File: src/rtl/core/pbts_pkg.sv
// Package for the packed beat tone sequencer: shared types, widths, register
// indexes and the semitone period table.
// No dependencies; every other file in rtl/core uses it by scoped names.
package pbts_pkg;

    localparam int CFG_W        = 24;   // width of each configuration register
    localparam int CFG_IDX_W    = 2;
    localparam int BEAT_W       = 28;   // beat timer
    localparam int WAVE_W       = 21;   // note period, half waves, wave counter
    localparam int KMIN_W       = 16;   // ticks_per_second / 400
    localparam int KSTEP_W      = 15;   // (3 * kick_min) / 5
    localparam int KLIM_W       = 18;   // 4 * kick_min
    localparam int KPER_W       = 19;   // kick half period, may pass the limit by one step
    localparam int SEMI_W       = 24;
    localparam int OCT_W        = 4;
    localparam int NOISE_W      = 32;
    localparam int NBIT_W       = 5;
    localparam int QUEUE_DEPTH  = 8;
    localparam int QPTR_W       = 3;
    localparam int QCNT_W       = 4;

    localparam logic [CFG_IDX_W-1:0] REG_TICKS_PER_SECOND = 2'd0;
    localparam logic [CFG_IDX_W-1:0] REG_TICKS_PER_BEAT   = 2'd1;
    localparam logic [CFG_IDX_W-1:0] REG_SNARE_TICKS      = 2'd2;

    localparam logic [CFG_W-1:0] TPS_RESET   = 24'd210000;
    localparam logic [CFG_W-1:0] TPB_RESET   = 24'd52500;
    localparam logic [CFG_W-1:0] SNARE_RESET = 24'd10500;

    localparam logic [NOISE_W-1:0] NOISE_SEED = 32'h0BADC0DE;

    // (2^30 + 1) / 25 and (2^18 + 1) / 5: exact reciprocals over the value ranges used
    localparam logic [25:0] DIV25_RECIP = 26'd42949673;
    localparam logic [15:0] DIV5_RECIP  = 16'd52429;

    typedef enum logic [2:0] {
        PH_IDLE,
        PH_KICK,
        PH_SNARE,
        PH_NOTE,
        PH_REST
    } pbts_phase_t;

    // Classified item handed from the front to the back
    typedef struct packed {
        logic              is_load;
        logic              kick;
        logic              snare;
        logic              nz;          // note period is nonzero
        logic [BEAT_W-1:0] beat_ticks;
        logic [WAVE_W-1:0] on_ticks;
        logic [WAVE_W-1:0] off_ticks;
    } pbts_item_t;

    // Values derived from configuration, used by the back
    typedef struct packed {
        logic [KMIN_W-1:0]  kick_min;
        logic [KSTEP_W-1:0] kick_step;
        logic [KLIM_W-1:0]  kick_limit;
        logic [CFG_W-1:0]   snare_ticks;
    } pbts_cfg_t;

    // round(2^24 * 2^((105 - r) / 12) / 440), Q0.24
    function automatic logic [SEMI_W-1:0] semitone(input logic [OCT_W-1:0] r);
        logic [SEMI_W-1:0] v;
        begin
            unique case (r)
                4'd0:    v = 24'd16416466;
                4'd1:    v = 24'd15495081;
                4'd2:    v = 24'd14625409;
                4'd3:    v = 24'd13804548;
                4'd4:    v = 24'd13029758;
                4'd5:    v = 24'd12298454;
                4'd6:    v = 24'd11608195;
                4'd7:    v = 24'd10956677;
                4'd8:    v = 24'd10341726;
                4'd9:    v = 24'd9761289;
                4'd10:   v = 24'd9213430;
                4'd11:   v = 24'd8696320;
                default: v = '0;
            endcase
            return v;
        end
    endfunction

endpackage

File: src/rtl/core/pbts_front.sv
// Front of the tone sequencer: configuration registers, kick constants, and a
// three-stage pipeline that works out beat length and note half periods.
// Depends on pbts_pkg.
module pbts_front (
    input  logic                           clk,
    input  logic                           rst_n,
    input  logic                           s_tvalid,
    output logic                           s_tready,
    input  logic [15:0]                    s_tdata,
    input  logic [0:0]                     s_tuser,
    input  logic                           wr_en,
    input  logic [pbts_pkg::CFG_IDX_W-1:0] wr_index,
    input  logic [pbts_pkg::CFG_W-1:0]     wr_data,
    input  logic                           pop,
    output logic                           push,
    output pbts_pkg::pbts_item_t           push_item,
    output pbts_pkg::pbts_cfg_t            cfg
);

    logic [pbts_pkg::CFG_W-1:0] tps_reg;
    logic [pbts_pkg::CFG_W-1:0] tpb_reg;
    logic [pbts_pkg::CFG_W-1:0] snare_reg;

    logic [45:0] kmul_reg;
    logic [45:0] kmul_next;
    logic [33:0] smul_reg;
    logic [33:0] smul_next;
    logic [pbts_pkg::KMIN_W-1:0]  kick_min;
    logic [pbts_pkg::KSTEP_W-1:0] step_raw;
    logic [17:0] kick_x3;

    logic [pbts_pkg::QCNT_W-1:0] credit_reg;
    logic [pbts_pkg::QCNT_W-1:0] credit_next;
    logic accept;

    // stage 1: decoded word
    logic                           v1_reg;
    logic                           load1_reg;
    logic                           kick1_reg;
    logic                           snare1_reg;
    logic                           nzn1_reg;
    logic [1:0]                     duty1_reg;
    logic [4:0]                     beats1_reg;
    logic [pbts_pkg::OCT_W-1:0]     oct1_reg;
    logic [pbts_pkg::SEMI_W-1:0]    semi1_reg;
    logic [6:0]                     note;
    logic [12:0]                    note_x43;
    logic [pbts_pkg::OCT_W-1:0]     oct_next;
    logic [6:0]                     rem_full;

    // stage 2: partial products
    logic                           v2_reg;
    logic                           load2_reg;
    logic                           kick2_reg;
    logic                           snare2_reg;
    logic                           nzn2_reg;
    logic [1:0]                     duty2_reg;
    logic [pbts_pkg::OCT_W-1:0]     oct2_reg;
    logic [35:0]                    plo2_reg;
    logic [35:0]                    phi2_reg;
    logic [pbts_pkg::BEAT_W-1:0]    bt2_reg;
    logic [28:0]                    bt_prod;

    // stage 3: full product, scaled by 2^-27
    logic                           v3_reg;
    logic                           load3_reg;
    logic                           kick3_reg;
    logic                           snare3_reg;
    logic [1:0]                     duty3_reg;
    logic [pbts_pkg::OCT_W-1:0]     oct3_reg;
    logic [pbts_pkg::WAVE_W-1:0]    p27_3_reg;
    logic [pbts_pkg::BEAT_W-1:0]    bt3_reg;
    logic [47:0]                    prod_sum;

    logic [pbts_pkg::WAVE_W-1:0]    period;
    logic [pbts_pkg::WAVE_W-1:0]    on_ticks;

    // configuration registers
    always_ff @(posedge clk or negedge rst_n)
    begin
        if (!rst_n)
        begin
            tps_reg   <= pbts_pkg::TPS_RESET;
            tpb_reg   <= pbts_pkg::TPB_RESET;
            snare_reg <= pbts_pkg::SNARE_RESET;
        end
        else if (wr_en)
        begin
            case (wr_index)
                pbts_pkg::REG_TICKS_PER_SECOND: tps_reg   <= wr_data;
                pbts_pkg::REG_TICKS_PER_BEAT:   tpb_reg   <= wr_data;
                pbts_pkg::REG_SNARE_TICKS:      snare_reg <= wr_data;
                default: ;
            endcase
        end
    end

    // kick_min = tps / 400 = (tps >> 4) / 25; step = (3 * kick_min) / 5
    assign kmul_next = 46'(tps_reg[pbts_pkg::CFG_W-1:4]) * 46'(pbts_pkg::DIV25_RECIP);
    assign kick_min  = kmul_reg[45:30];
    assign kick_x3   = 18'(kick_min) + {1'b0, kick_min, 1'b0};
    assign smul_next = 34'(kick_x3) * 34'(pbts_pkg::DIV5_RECIP);
    assign step_raw  = smul_reg[32:18];

    always_ff @(posedge clk)
    begin
        kmul_reg <= kmul_next;
        smul_reg <= smul_next;
    end

    always_comb
    begin
        cfg.kick_min    = kick_min;
        cfg.kick_step   = (step_raw == '0) ? pbts_pkg::KSTEP_W'(1) : step_raw;
        cfg.kick_limit  = {kick_min, 2'b00};
        cfg.snare_ticks = snare_reg;
    end

    // credits cover the pipeline and the queue, so the queue never overflows
    assign s_tready    = credit_reg < pbts_pkg::QCNT_W'(pbts_pkg::QUEUE_DEPTH);
    assign accept      = s_tvalid && s_tready;
    assign credit_next = credit_reg + pbts_pkg::QCNT_W'(accept) - pbts_pkg::QCNT_W'(pop);

    always_ff @(posedge clk or negedge rst_n)
    begin
        if (!rst_n)
        begin
            credit_reg <= '0;
            v1_reg     <= 1'b0;
            v2_reg     <= 1'b0;
            v3_reg     <= 1'b0;
        end
        else
        begin
            credit_reg <= credit_next;
            v1_reg     <= accept;
            v2_reg     <= v1_reg;
            v3_reg     <= v2_reg;
        end
    end

    // octave = note / 12 via note * 43 >> 9, exact for 7-bit notes
    assign note     = s_tdata[14:8];
    assign note_x43 = 13'(note) * 13'd43;
    assign oct_next = note_x43[12:9];
    assign rem_full = note - 7'(oct_next) * 7'd12;

    always_ff @(posedge clk)
    begin
        load1_reg  <= s_tuser[0];
        kick1_reg  <= s_tdata[4];
        snare1_reg <= s_tdata[5];
        nzn1_reg   <= note != '0;
        duty1_reg  <= s_tdata[7:6];
        beats1_reg <= 5'(s_tdata[3:0]) + 5'd1;
        oct1_reg   <= oct_next;
        semi1_reg  <= pbts_pkg::semitone(rem_full[pbts_pkg::OCT_W-1:0]);
    end

    assign bt_prod = 29'(tpb_reg) * 29'(beats1_reg);

    always_ff @(posedge clk)
    begin
        load2_reg  <= load1_reg;
        kick2_reg  <= kick1_reg;
        snare2_reg <= snare1_reg;
        nzn2_reg   <= nzn1_reg;
        duty2_reg  <= duty1_reg;
        oct2_reg   <= oct1_reg;
        plo2_reg   <= 36'(tps_reg) * 36'(semi1_reg[11:0]);
        phi2_reg   <= 36'(tps_reg) * 36'(semi1_reg[23:12]);
        bt2_reg    <= bt_prod[pbts_pkg::BEAT_W-1:0];
    end

    assign prod_sum = 48'(plo2_reg) + {phi2_reg, 12'b0};

    always_ff @(posedge clk)
    begin
        load3_reg  <= load2_reg;
        kick3_reg  <= kick2_reg;
        snare3_reg <= snare2_reg;
        duty3_reg  <= duty2_reg;
        oct3_reg   <= oct2_reg;
        bt3_reg    <= bt2_reg;
        p27_3_reg  <= nzn2_reg ? prod_sum[47:27] : '0;
    end

    // octave shift, then split the period into high and low halves
    assign period   = p27_3_reg >> oct3_reg;
    assign on_ticks = period >> ({1'b0, duty3_reg} + 3'd1);

    assign push = v3_reg;

    always_comb
    begin
        push_item.is_load    = load3_reg;
        push_item.kick       = kick3_reg;
        push_item.snare      = snare3_reg;
        push_item.nz         = period != '0;
        push_item.beat_ticks = bt3_reg;
        push_item.on_ticks   = on_ticks;
        push_item.off_ticks  = period - on_ticks;
    end

endmodule

File: src/rtl/core/pbts_queue.sv
// Short queue of classified items between the front and the back.
// Depends on pbts_pkg.
module pbts_queue (
    input  logic                 clk,
    input  logic                 rst_n,
    input  logic                 push,
    input  pbts_pkg::pbts_item_t push_item,
    input  logic                 pop,
    output logic                 head_valid,
    output pbts_pkg::pbts_item_t head_item
);

    pbts_pkg::pbts_item_t entries_reg [pbts_pkg::QUEUE_DEPTH];

    logic [pbts_pkg::QPTR_W-1:0] wr_ptr_reg;
    logic [pbts_pkg::QPTR_W-1:0] rd_ptr_reg;
    logic [pbts_pkg::QCNT_W-1:0] count_reg;
    logic [pbts_pkg::QCNT_W-1:0] count_next;

    assign head_valid = count_reg != '0;
    assign head_item  = entries_reg[rd_ptr_reg];
    assign count_next = count_reg + pbts_pkg::QCNT_W'(push) - pbts_pkg::QCNT_W'(pop);

    always_ff @(posedge clk)
    begin
        if (push)
        begin
            entries_reg[wr_ptr_reg] <= push_item;
        end
    end

    always_ff @(posedge clk or negedge rst_n)
    begin
        if (!rst_n)
        begin
            wr_ptr_reg <= '0;
            rd_ptr_reg <= '0;
            count_reg  <= '0;
        end
        else
        begin
            count_reg <= count_next;
            if (push)
            begin
                wr_ptr_reg <= wr_ptr_reg + pbts_pkg::QPTR_W'(1);
            end
            if (pop)
            begin
                rd_ptr_reg <= rd_ptr_reg + pbts_pkg::QPTR_W'(1);
            end
        end
    end

endmodule

File: src/rtl/core/pbts_back.sv
// Back of the tone sequencer: play state machine for kick, snare, note and
// rest with a registered result stage; one item per cycle unless stalled.
// Depends on pbts_pkg.
module pbts_back (
    input  logic                 clk,
    input  logic                 rst_n,
    input  logic                 head_valid,
    input  pbts_pkg::pbts_item_t head_item,
    input  pbts_pkg::pbts_cfg_t  cfg,
    output logic                 pop,
    output logic                 m_tvalid,
    input  logic                 m_tready,
    output logic [7:0]           m_tdata
);

    pbts_pkg::pbts_phase_t phase_reg;
    pbts_pkg::pbts_phase_t phase_next;

    logic [pbts_pkg::BEAT_W-1:0]  beat_timer_reg;
    logic [pbts_pkg::BEAT_W-1:0]  beat_timer_next;
    logic [pbts_pkg::NOISE_W-1:0] noise_reg;
    logic [pbts_pkg::NOISE_W-1:0] noise_next;
    logic [pbts_pkg::WAVE_W-1:0]  wave_cnt_reg;
    logic [pbts_pkg::WAVE_W-1:0]  wave_cnt_next;
    logic                         half_high_reg;
    logic                         half_high_next;
    logic [pbts_pkg::KPER_W-1:0]  kick_period_reg;
    logic [pbts_pkg::KPER_W-1:0]  kick_period_next;
    logic [pbts_pkg::CFG_W-1:0]   snare_timer_reg;
    logic [pbts_pkg::CFG_W-1:0]   snare_timer_next;
    logic [pbts_pkg::WAVE_W-1:0]  on_ticks_reg;
    logic [pbts_pkg::WAVE_W-1:0]  on_ticks_next;
    logic [pbts_pkg::WAVE_W-1:0]  off_ticks_reg;
    logic [pbts_pkg::WAVE_W-1:0]  off_ticks_next;
    logic                         note_nz_reg;
    logic                         note_nz_next;
    logic [pbts_pkg::NBIT_W-1:0]  bit_idx_reg;
    logic [pbts_pkg::NBIT_W-1:0]  bit_idx_next;
    logic                         pin_reg;
    logic                         pin_next;

    logic       out_valid_reg;
    logic [2:0] out_data_reg;
    logic       refused;

    logic busy;
    logic do_load;
    logic do_tick;
    logic kick_go;
    logic snare_go;
    logic [pbts_pkg::BEAT_W-1:0]  bt_dec;
    logic [pbts_pkg::WAVE_W-1:0]  wc_dec;
    logic                         wc_end;
    logic [pbts_pkg::KPER_W-1:0]  kp_inc;
    logic                         kick_more;
    logic [pbts_pkg::CFG_W-1:0]   sn_dec;
    logic                         sn_end;
    logic [pbts_pkg::NOISE_W-1:0] noise_cur;
    logic                         load_note_go;
    logic                         tick_note_go;
    logic                         per_half;
    logic [pbts_pkg::WAVE_W-1:0]  per_wc;
    logic                         load_half;
    logic [pbts_pkg::WAVE_W-1:0]  load_wc;

    function automatic logic [pbts_pkg::NOISE_W-1:0] xorshift(
        input logic [pbts_pkg::NOISE_W-1:0] x
    );
        logic [pbts_pkg::NOISE_W-1:0] a;
        logic [pbts_pkg::NOISE_W-1:0] b;
        begin
            a = x ^ (x << 13);
            b = a ^ (a >> 17);
            return b ^ (b << 5);
        end
    endfunction

    // phase after the percussion part or at a load without percussion
    function automatic pbts_pkg::pbts_phase_t note_phase(input logic bt_zero, input logic nz);
        begin
            if (bt_zero)
            begin
                return pbts_pkg::PH_IDLE;
            end
            else if (nz)
            begin
                return pbts_pkg::PH_NOTE;
            end
            return pbts_pkg::PH_REST;
        end
    endfunction

    assign pop     = head_valid && (!out_valid_reg || m_tready);
    assign busy    = phase_reg != pbts_pkg::PH_IDLE;
    assign do_load = pop && head_item.is_load && !busy;
    assign do_tick = pop && !head_item.is_load;
    assign refused = pop && head_item.is_load && busy;

    assign kick_go  = head_item.kick && (cfg.kick_min != '0);
    assign snare_go = !head_item.kick && head_item.snare && (cfg.snare_ticks != '0);

    assign bt_dec    = beat_timer_reg - pbts_pkg::BEAT_W'(beat_timer_reg != '0);
    assign wc_dec    = wave_cnt_reg - pbts_pkg::WAVE_W'(wave_cnt_reg != '0);
    assign wc_end    = wc_dec == '0;
    assign kp_inc    = kick_period_reg + pbts_pkg::KPER_W'(cfg.kick_step);
    assign kick_more = kp_inc < pbts_pkg::KPER_W'(cfg.kick_limit);
    assign sn_dec    = snare_timer_reg - pbts_pkg::CFG_W'(snare_timer_reg != '0);
    assign sn_end    = sn_dec == '0;
    assign noise_cur = (bit_idx_reg == '0) ? xorshift(noise_reg) : noise_reg;

    assign load_note_go = (head_item.beat_ticks != '0) && head_item.nz;
    assign tick_note_go = (bt_dec != '0) && note_nz_reg;
    assign per_half     = on_ticks_reg != '0;
    assign per_wc       = per_half ? on_ticks_reg : off_ticks_reg;
    assign load_half    = head_item.on_ticks != '0;
    assign load_wc      = load_half ? head_item.on_ticks : head_item.off_ticks;

    // next play phase
    always_comb
    begin
        phase_next = phase_reg;
        if (do_load)
        begin
            if (kick_go)
            begin
                phase_next = pbts_pkg::PH_KICK;
            end
            else if (snare_go)
            begin
                phase_next = pbts_pkg::PH_SNARE;
            end
            else
            begin
                phase_next = note_phase(head_item.beat_ticks == '0, head_item.nz);
            end
        end
        else if (do_tick)
        begin
            unique case (phase_reg)
                pbts_pkg::PH_KICK:
                begin
                    if (wc_end && !half_high_reg && !kick_more)
                    begin
                        phase_next = note_phase(bt_dec == '0, note_nz_reg);
                    end
                end
                pbts_pkg::PH_SNARE:
                begin
                    if (sn_end)
                    begin
                        phase_next = note_phase(bt_dec == '0, note_nz_reg);
                    end
                end
                pbts_pkg::PH_NOTE:
                begin
                    if (wc_end && !(half_high_reg && off_ticks_reg != '0) && bt_dec == '0)
                    begin
                        phase_next = pbts_pkg::PH_IDLE;
                    end
                end
                pbts_pkg::PH_REST:
                begin
                    if (bt_dec == '0)
                    begin
                        phase_next = pbts_pkg::PH_IDLE;
                    end
                end
                default: phase_next = pbts_pkg::PH_IDLE;
            endcase
        end
    end

    // datapath next values
    always_comb
    begin
        beat_timer_next  = beat_timer_reg;
        noise_next       = noise_reg;
        wave_cnt_next    = wave_cnt_reg;
        half_high_next   = half_high_reg;
        kick_period_next = kick_period_reg;
        snare_timer_next = snare_timer_reg;
        on_ticks_next    = on_ticks_reg;
        off_ticks_next   = off_ticks_reg;
        note_nz_next     = note_nz_reg;
        bit_idx_next     = bit_idx_reg;
        pin_next         = pin_reg;
        if (do_load)
        begin
            beat_timer_next = head_item.beat_ticks;
            on_ticks_next   = head_item.on_ticks;
            off_ticks_next  = head_item.off_ticks;
            note_nz_next    = head_item.nz;
            if (kick_go)
            begin
                kick_period_next = pbts_pkg::KPER_W'(cfg.kick_min);
                half_high_next   = 1'b1;
                wave_cnt_next    = pbts_pkg::WAVE_W'(cfg.kick_min);
            end
            else if (snare_go)
            begin
                snare_timer_next = cfg.snare_ticks;
                bit_idx_next     = '0;
            end
            else if (load_note_go)
            begin
                half_high_next = load_half;
                wave_cnt_next  = load_wc;
            end
        end
        else if (do_tick)
        begin
            beat_timer_next = bt_dec;
            pin_next        = 1'b0;
            unique case (phase_reg)
                pbts_pkg::PH_KICK:
                begin
                    pin_next      = half_high_reg;
                    wave_cnt_next = wc_dec;
                    if (wc_end)
                    begin
                        if (half_high_reg)
                        begin
                            half_high_next = 1'b0;
                            wave_cnt_next  = pbts_pkg::WAVE_W'(kick_period_reg);
                        end
                        else
                        begin
                            kick_period_next = kp_inc;
                            if (kick_more)
                            begin
                                half_high_next = 1'b1;
                                wave_cnt_next  = pbts_pkg::WAVE_W'(kp_inc);
                            end
                            else if (tick_note_go)
                            begin
                                half_high_next = per_half;
                                wave_cnt_next  = per_wc;
                            end
                        end
                    end
                end
                pbts_pkg::PH_SNARE:
                begin
                    noise_next       = noise_cur;
                    pin_next         = noise_cur[bit_idx_reg];
                    bit_idx_next     = bit_idx_reg + pbts_pkg::NBIT_W'(1);
                    snare_timer_next = sn_dec;
                    if (sn_end && tick_note_go)
                    begin
                        half_high_next = per_half;
                        wave_cnt_next  = per_wc;
                    end
                end
                pbts_pkg::PH_NOTE:
                begin
                    pin_next      = half_high_reg;
                    wave_cnt_next = wc_dec;
                    if (wc_end)
                    begin
                        if (half_high_reg && off_ticks_reg != '0)
                        begin
                            half_high_next = 1'b0;
                            wave_cnt_next  = off_ticks_reg;
                        end
                        else if (bt_dec != '0)
                        begin
                            half_high_next = per_half;
                            wave_cnt_next  = per_wc;
                        end
                    end
                end
                default: ;
            endcase
        end
    end

    always_ff @(posedge clk or negedge rst_n)
    begin
        if (!rst_n)
        begin
            phase_reg       <= pbts_pkg::PH_IDLE;
            beat_timer_reg  <= '0;
            noise_reg       <= pbts_pkg::NOISE_SEED;
            wave_cnt_reg    <= '0;
            half_high_reg   <= 1'b0;
            kick_period_reg <= '0;
            snare_timer_reg <= '0;
            on_ticks_reg    <= '0;
            off_ticks_reg   <= '0;
            note_nz_reg     <= 1'b0;
            bit_idx_reg     <= '0;
            pin_reg         <= 1'b0;
        end
        else
        begin
            phase_reg       <= phase_next;
            beat_timer_reg  <= beat_timer_next;
            noise_reg       <= noise_next;
            wave_cnt_reg    <= wave_cnt_next;
            half_high_reg   <= half_high_next;
            kick_period_reg <= kick_period_next;
            snare_timer_reg <= snare_timer_next;
            on_ticks_reg    <= on_ticks_next;
            off_ticks_reg   <= off_ticks_next;
            note_nz_reg     <= note_nz_next;
            bit_idx_reg     <= bit_idx_next;
            pin_reg         <= pin_next;
        end
    end

    // result register: hold until the transfer completes
    always_ff @(posedge clk or negedge rst_n)
    begin
        if (!rst_n)
        begin
            out_valid_reg <= 1'b0;
        end
        else if (pop)
        begin
            out_valid_reg <= 1'b1;
        end
        else if (m_tready)
        begin
            out_valid_reg <= 1'b0;
        end
    end

    always_ff @(posedge clk)
    begin
        if (pop)
        begin
            out_data_reg <= {refused, phase_next != pbts_pkg::PH_IDLE, pin_next};
        end
    end

    assign m_tvalid = out_valid_reg;
    assign m_tdata  = {5'b0, out_data_reg};

endmodule

File: src/rtl/core/packed_beat_tone_sequencer_top.sv
// Top level of the packed beat tone sequencer: front pipeline, item queue
// and play back end. Depends on pbts_pkg, pbts_front, pbts_queue, pbts_back.
//
// channel   direction  handshake            payload
// s_*       in         s_tvalid / s_tready  s_tdata: beat_word; s_tuser: opcode
// m_*       out        m_tvalid / m_tready  m_tdata: pin_level, beat_busy, load_refused
// wr_*      in         wr_en                wr_index, wr_data (24 bits)
//
// One item per cycle unless m_tready stalls the result register; m_tvalid rises once
// the input has passed the 3 front stages for the note period product, the queue and
// the result register; the back end keeps the same rate through its state machine.
// Up to 8 items wait in the front stages and queue, one more in the result register;
// s_tready drops when the queue credits run out.
// Reset is asynchronous, active low; configuration returns to its reset values.
module packed_beat_tone_sequencer_top (
    input  logic                           clk,
    input  logic                           rst_n,
    input  logic                           s_tvalid,
    output logic                           s_tready,
    input  logic [15:0]                    s_tdata,   // [15:0] beat_word
    input  logic [0:0]                     s_tuser,   // [0] opcode
    output logic                           m_tvalid,
    input  logic                           m_tready,
    output logic [7:0]                     m_tdata,   // [0] pin_level, [1] beat_busy,
                                                      // [2] load_refused, [7:3] zero
    input  logic                           wr_en,
    input  logic [pbts_pkg::CFG_IDX_W-1:0] wr_index,
    input  logic [pbts_pkg::CFG_W-1:0]     wr_data
);

    logic                 pop;
    logic                 push;
    logic                 head_valid;
    pbts_pkg::pbts_item_t push_item;
    pbts_pkg::pbts_item_t head_item;
    pbts_pkg::pbts_cfg_t  cfg;

    pbts_front u_front (
        .clk       (clk),
        .rst_n     (rst_n),
        .s_tvalid  (s_tvalid),
        .s_tready  (s_tready),
        .s_tdata   (s_tdata),
        .s_tuser   (s_tuser),
        .wr_en     (wr_en),
        .wr_index  (wr_index),
        .wr_data   (wr_data),
        .pop       (pop),
        .push      (push),
        .push_item (push_item),
        .cfg       (cfg)
    );

    pbts_queue u_queue (
        .clk        (clk),
        .rst_n      (rst_n),
        .push       (push),
        .push_item  (push_item),
        .pop        (pop),
        .head_valid (head_valid),
        .head_item  (head_item)
    );

    pbts_back u_back (
        .clk        (clk),
        .rst_n      (rst_n),
        .head_valid (head_valid),
        .head_item  (head_item),
        .cfg        (cfg),
        .pop        (pop),
        .m_tvalid   (m_tvalid),
        .m_tready   (m_tready),
        .m_tdata    (m_tdata)
    );

endmodule

File: config.mk
export PLATFORM = sky130hd
export DESIGN_NAME = packed_beat_tone_sequencer_top
export DESIGN_NICKNAME = d
export VERILOG_FILES = /design/src/rtl/core/pbts_pkg.sv /design/src/rtl/core/pbts_front.sv /design/src/rtl/core/pbts_queue.sv /design/src/rtl/core/pbts_back.sv /design/src/rtl/core/packed_beat_tone_sequencer_top.sv
export SDC_FILE = /design/constraint.sdc
export NUM_CORES = 2
export LEC_CHECK = 0
export BUFFER_PORTS_ARGS = -buffer_cell sky130_fd_sc_hd__buf_2
export CAP_MARGIN = 20
export CORE_AREA = 2 2 371 373
export CTS_CLUSTER_DIAMETER = 60
export DETAILED_ROUTE_END_ITERATION = 10
export DIE_AREA = 0 0 373 375
export PLACE_DENSITY_LB_ADDON = 0.3
export SYNTH_ARGS = -nofsm -noshare
export SYNTH_HDL_FRONTEND = slang
export SYNTH_SLANG_ARGS = --single-unit
File: constraint.sdc
create_clock -name clk -period 20.9 [get_ports clk]
set_clock_uncertainty 0.05 [all_clocks]
set_input_delay 4.18 -clock clk [delete_from_list [all_inputs] [get_ports clk]]
set_output_delay 4.18 -clock clk [all_outputs]
set_load 0.02 [all_outputs]
# Word-level counts from Yosys, hierarchy flattened
# Memories as Yosys holds them, arrays and structs flattened. A register that Yosys moved wholly into a read port is not among the register bits.
# Cells that the tools add are included.
# W data, S select, Z words.
# word_totals
ff_bits,532
mem_bits_rw,592
mem_bits_ro,384
inputBits,48
out_inout_bits,10
elab_cells,252
memories,2
# memory_table
memory,words,word_bits,read_ports,rd_clocked_by_memory_dff,wr,line,source
u_queue.entries_reg,8,74,1,0,1,pbts_queue.sv:13,pbts_pkg::pbts_item_t entries_reg [pbts_pkg::QUEUE_DEPTH];
(name not given),16,24,1,1,0,pbts_pkg.sv:67,unique case (r)
# op_classes
n_addsub,17
n_mul,7
order_cmp,3
n_eq_ne,16
shifts,2
n_mux,90
bitwise_logic,4
reduce_logical,62
# ops
op,count
$mux W21,15
$mux W24,5
$mux W19,6
$reduce_bool A21 Y1,5
$reduce_bool A28 Y1,3
$mul A24 B12 Y36,2
$xor A32 B32 Y32,2
$pmux W21 S3,1
$logic_not A28 Y1,2
$mux W28,2
$add A36 B48 Y48,1
$reduce_bool A24 Y1,2
$mul A20 B26 Y46 const B,1
$mux W3,15
$mux W1,35
$mul A18 B16 Y33 const B,1
$mux W32,1
$xor A32 B15 Y32,1
$mul A24 B5 Y28,1
$sub A28 B1 Y28,1
$mux W5,5
$logic_not A24 Y1,1
$sub A24 B1 Y24,1
$logic_not A21 Y1,1
other kinds (50),91

# Longest topological paths before layout
# logic_depth
ltp_word,16
mapped_depth,33
ltp_nobuf,33

# Cells and area by module
# From an unflattened synthesis, not the netlist that was laid out.
# unflattened
cells_unflattened,7635
area_unflattened_um2,83392.5
# by_module_without_submodules
module,instances,cells_per_inst,area_each_um2,seq_area_each_um2
pbts_front,1,4921,46460.8,6503.7
pbts_queue,1,906,22755.6,18027.3
pbts_back,1,1808,14176.1,4564.4

# Worst setup path after synthesis
# No wires, ideal clock.
# synth_timing
path_kind,register to register
start,reg u_front.kmul_reg[30]
end,reg u_front.smul_reg[31]
setup_time_ps,123
arrival_time_ps,7670
required_ps,20727
slack_ps,13057
path_stages_with_launch,34
n_path_buf,0
period_less_slack_ps,7843
path_cell_list,dfxtp_1 ha_1 fa_1 a21o_1 a21oi_1 o21bai_1 a21oi_1 o21bai_1 a21oi_1 o211ai_1 a31o_2 a21oi_1 xnor2_1 ha_1 ha_1 inv_1 fa_1 inv_1 fa_1 fa_1 inv_1 fa_1 inv_1 ha_1 and2_1 a221o_1 or4_1 a21oi_1 o21ai_0 nand2_1 a211o_1 o2111a_1 o21bai_1 xor2_1
# synth_via
elab_chain_cells,2
# synth_rtl
element,line,source
"start, declared",pbts_front.sv:24,logic [45:0] kmul_reg;
"start signal, assigned",pbts_front.sv:107,kmul_reg <= kmul_next;
$add A16 B17 Y18,pbts_front.sv:101,"assign kick_x3 = 18'(kick_min) + {1'b0, kick_min, 1'b0};"
$mul A18 B16 Y33,pbts_front.sv:102,assign smul_next = 34'(kick_x3) * 34'(pbts_pkg::DIV5_RECIP);
named net u_front.smul_next[31],pbts_front.sv:27,logic [33:0] smul_next;
"end signal, assigned",pbts_front.sv:108,smul_reg <= smul_next;
"end, declared",pbts_front.sv:26,logic [33:0] smul_reg;
# The timed path passes the listed nets, and every way through them passes these cells.
# A chain may end at the register's enable or synchronous reset.

# Final worst setup path
# Ends and elaborated chain as after synthesis.

==> summary.txt <==
Clock tree
  • Clk slew on worst S/H paths: 0.06 ns
  • CTS Hold Bufs: 0
  • CTS tree: yes
  • Post-CTS sizing: 0
  • Sink Count: 1078
  • Clock buffer depth: 3
  • Htree depth: 3
  • Skew-Pair Late Insertion Delay: 0.79 ns
  • Inserted Clock Buffers: 120
  • Post-CTS Repair Setup Buffers: 0
  • Clock root buffer: clkbuf_16

Timing
  • Setup violators final: 0
  • Max Fclk: 110.3 MHz
  • Fin crit period: 9.067 ns
  • Fin. Hold Viols: 0
  • Slew Viols, Final: 0
  • RSZ-0062 raised after global routing: no
  • Fin crit share: 43.38%
  • Relative slew slack: 22.20%
  • Setup tns final: 0 ns
  • Tightest Pin Transition: 1.163 ns

Global route
  • Total gr overflow: 0
  • Gr usage total: 29.70%
  • Antenna violations before repair: 14
  • Vias in the first global route: 58070
  • Largest net degree at the start of global routing: 89
  • First-pass GRT wire length: 324900 um

Synthesis
  • Adder-cell share of the synthesized area: 29.14%
  • Distinct cells, synth: 109
  • Post-synth top flop: edfxtp_1
  • Number of synthesized flops with an enable pin: 587
  • Post-synthesis sequential area ratio: 34.96%
  • Xor/xnor share of the synthesized area: 3.363%
  • Yosys reg bits: 1078
  • Share of flip-flops with an asynchronous set or reset: 24.68%
  • Synth Area in Compound Gates: 7.488%
  • Top post-synthesis cells by area: edfxtp_1 (21%), fa_1 (19%), ha_1 (10%), dfrtp_1 (7.0%), dfxtp_1 (5.5%)
  • Cell Area, Synth: 82460 um2
  • Post-Synth Simple-Gate Area: 11.19%
  • Post-synthesis mux area share: 7.132%
  • Yosys top cell by area: edfxtp_1
  • Mean Syn Cell Area: 10.96 um2
  • Largest family of logic cells by synthesized area: adder cells
  • Post-synth top area share: 21.38%
  • Synth warn: 0
  • Synthesized instance count: 7521

Setup path
  • Highest net fanout along the worst path: 11
  • Worst path max stage delay: 0.53 ns
  • Delay-heaviest family, CP: adder cells
  • Critical Path End Type: flip-flop
  • Startpoint Class: flip-flop
  • Crit path DAT: 9.67 ns
  • WP data required: 21.51 ns
  • Cell mode on critical path: fa_1
  • Buf+Inv Stages, Crit Path: 4
  • Slowest CP cell: fa_1
  • Setup CP Type: reg -> reg

Final layout
  • Proportion of layout cells with a drive suffix above 1: 9.601%
  • Max reg flops: 584
  • Area Overhead vs Synth: 7.444%
  • Multi-input logic area: 48190 um2
  • Register area: 28840 um2
  • NumNets Final: 8970
  • Fillers: 10250

Worst hold path
  • Hold WC Path Type: reg -> reg

Placed design
  • Detail Placement HPWL: 149500 um
  • GPL Wtd Cong: 0.9735
  • Port bufs: 51

Floorplan
  • Row count: 136
  • Core ar.: 136300 um2
  • Initial Util: 60.50%
  • DIE WIDTH: 373 um
  • IO Pins: 58
  • Die Y: 375 um
  • Die area: 139900 um2

Drt
  • Vias per cell: 5.998
  • Vias: 56210
  • Drt total wl: 204400 um
  • DR iter-0 viols: 5172
  • Final antenna-violating net count: 0
  • Wirelength per Cell: 21.82 um
  • DRC viols: 0
  • DRT Pass-1 Iters: 9

Run
  • Max_cap viols: 0

Outcome
  • Status: complete, no violations
[metal layers]
metal / routed length (um) / share of wire (%) / GRT usage, %
met4: 8181 / 4.0 / 11.01
met1: 83400 / 41 / 39.88
met2: 97240 / 48 / 48.89
met5: 21 / 0.010 / 0
met3: 15590 / 7.6 / 4.902
[cell type report]
type,count,area share [%]
well taps,1794,2.534
clock buffers,163,3.764
inverters,1127,4.775
multi-input cells,5008,54.39
flip-flops and latches,1078,32.56
repair buffers,130,1.121
diodes,4,0.01130
clock inverters,66,0.8530
[cell families (layout without fill, tap and decap cells)]
kind of cell               count (synthesis)  in the layout
and+or+nand+nor                         1896           1896
adders and majority gates               1457           1457
buffers and inverters                   1439           1486
DFF                                     1078           1078
AOI/OAI and AO/OA                        965            965
muxes                                    370            370
xor gates and xnor gates                 315            315
other                                      1              9
[worst paths after layout]
check                           slack [ns]                                 to                          from  cells past startpoint
worst max-delay path                 11.83       u_front.smul_reg[31]$_DFF_P_  u_front.kmul_reg[30]$_DFF_P_                     33
worst min-delay path                  0.27        u_front.bt3_reg[11]$_DFF_P_   u_front.bt2_reg[11]$_DFF_P_                      0
worst max register to register       11.83       u_front.smul_reg[31]$_DFF_P_  u_front.kmul_reg[30]$_DFF_P_                     33
worst min register to register        0.27        u_front.bt3_reg[11]$_DFF_P_   u_front.bt2_reg[11]$_DFF_P_                      0
max in group asynchronous            16.03  u_queue.rd_ptr_reg[0]$_DFFE_PN0P_                         rst_n                      2
min in group asynchronous             3.30   u_back.half_high_reg$_DFFE_PN0P_                         rst_n                      1
[per-stage QoR]
step	util, %	cells	setup slack (ns)	hold slack [ns]	cell area (um2)
final	65.00	9370	11.83	0.2688	88600
after CTS	64.91	9361	11.87	0.2578	88480
after detailed placement	61.91	9132	11.92	0.2621	84390
after floorplan	-	7525	13.06	0.2596	82470
after global routing	64.99	9366	11.30	0.2566	88590
after global placement	61.86	9129	12.02	0.2610	84310
[synthesized netlist by cell type, drive strengths merged, types with 18 or more instances]
master  instances
nand2b         36
edfxtp        587
dfrtp         232
ha            685
a211oi         42
o21ai         254
dfstp          34
xor2           94
nand3          86
buf            60
o211ai         46
clkbuf        252
a21oi         242
mux2i          91
nand4          51
and2          296
o22ai          18
a31oi          46
xnor2         220
inv          1124
or4            19
dfxtp         225
nor3           98
o21a           46
and3           30
o21bai         28
or3            27
a21o           66
or2            21
nor4           67
mux2          117
o31ai          29
nand2         786
fa            772
nor2b          31
nor2          301
mux4          162
[worst reg2reg max path: cells and delay by family, from the launching register on]
family	cells	cell delay (ns)
AOI/OAI and AO/OA	15	3.46
buffers and inverters	4	0.20
DFF	1	0.48
adders and majority gates	9	3.77
xor gates and xnor gates	2	0.57
and+or+nand+nor	3	0.50
[cell usage in the layout (no fill, tap or decap), types with 91 or more instances in the layout]
cell type,instances
a21oi_1,241
dfxtp_1,225
nor2_1,293
edfxtp_1,587
xor2_1,94
and2_1,295
clkbuf_16,120
nor3_1,91
mux2_2,115
mux4_2,162
fa_1,772
o21ai_0,249
inv_1,1124
ha_1,685
dfrtp_1,228
mux2i_1,91
nand2_1,786
xnor2_1,220
Power is not shown: default switching activity piles up to over one toggle a cycle in this logic, so the estimate is an artifact.
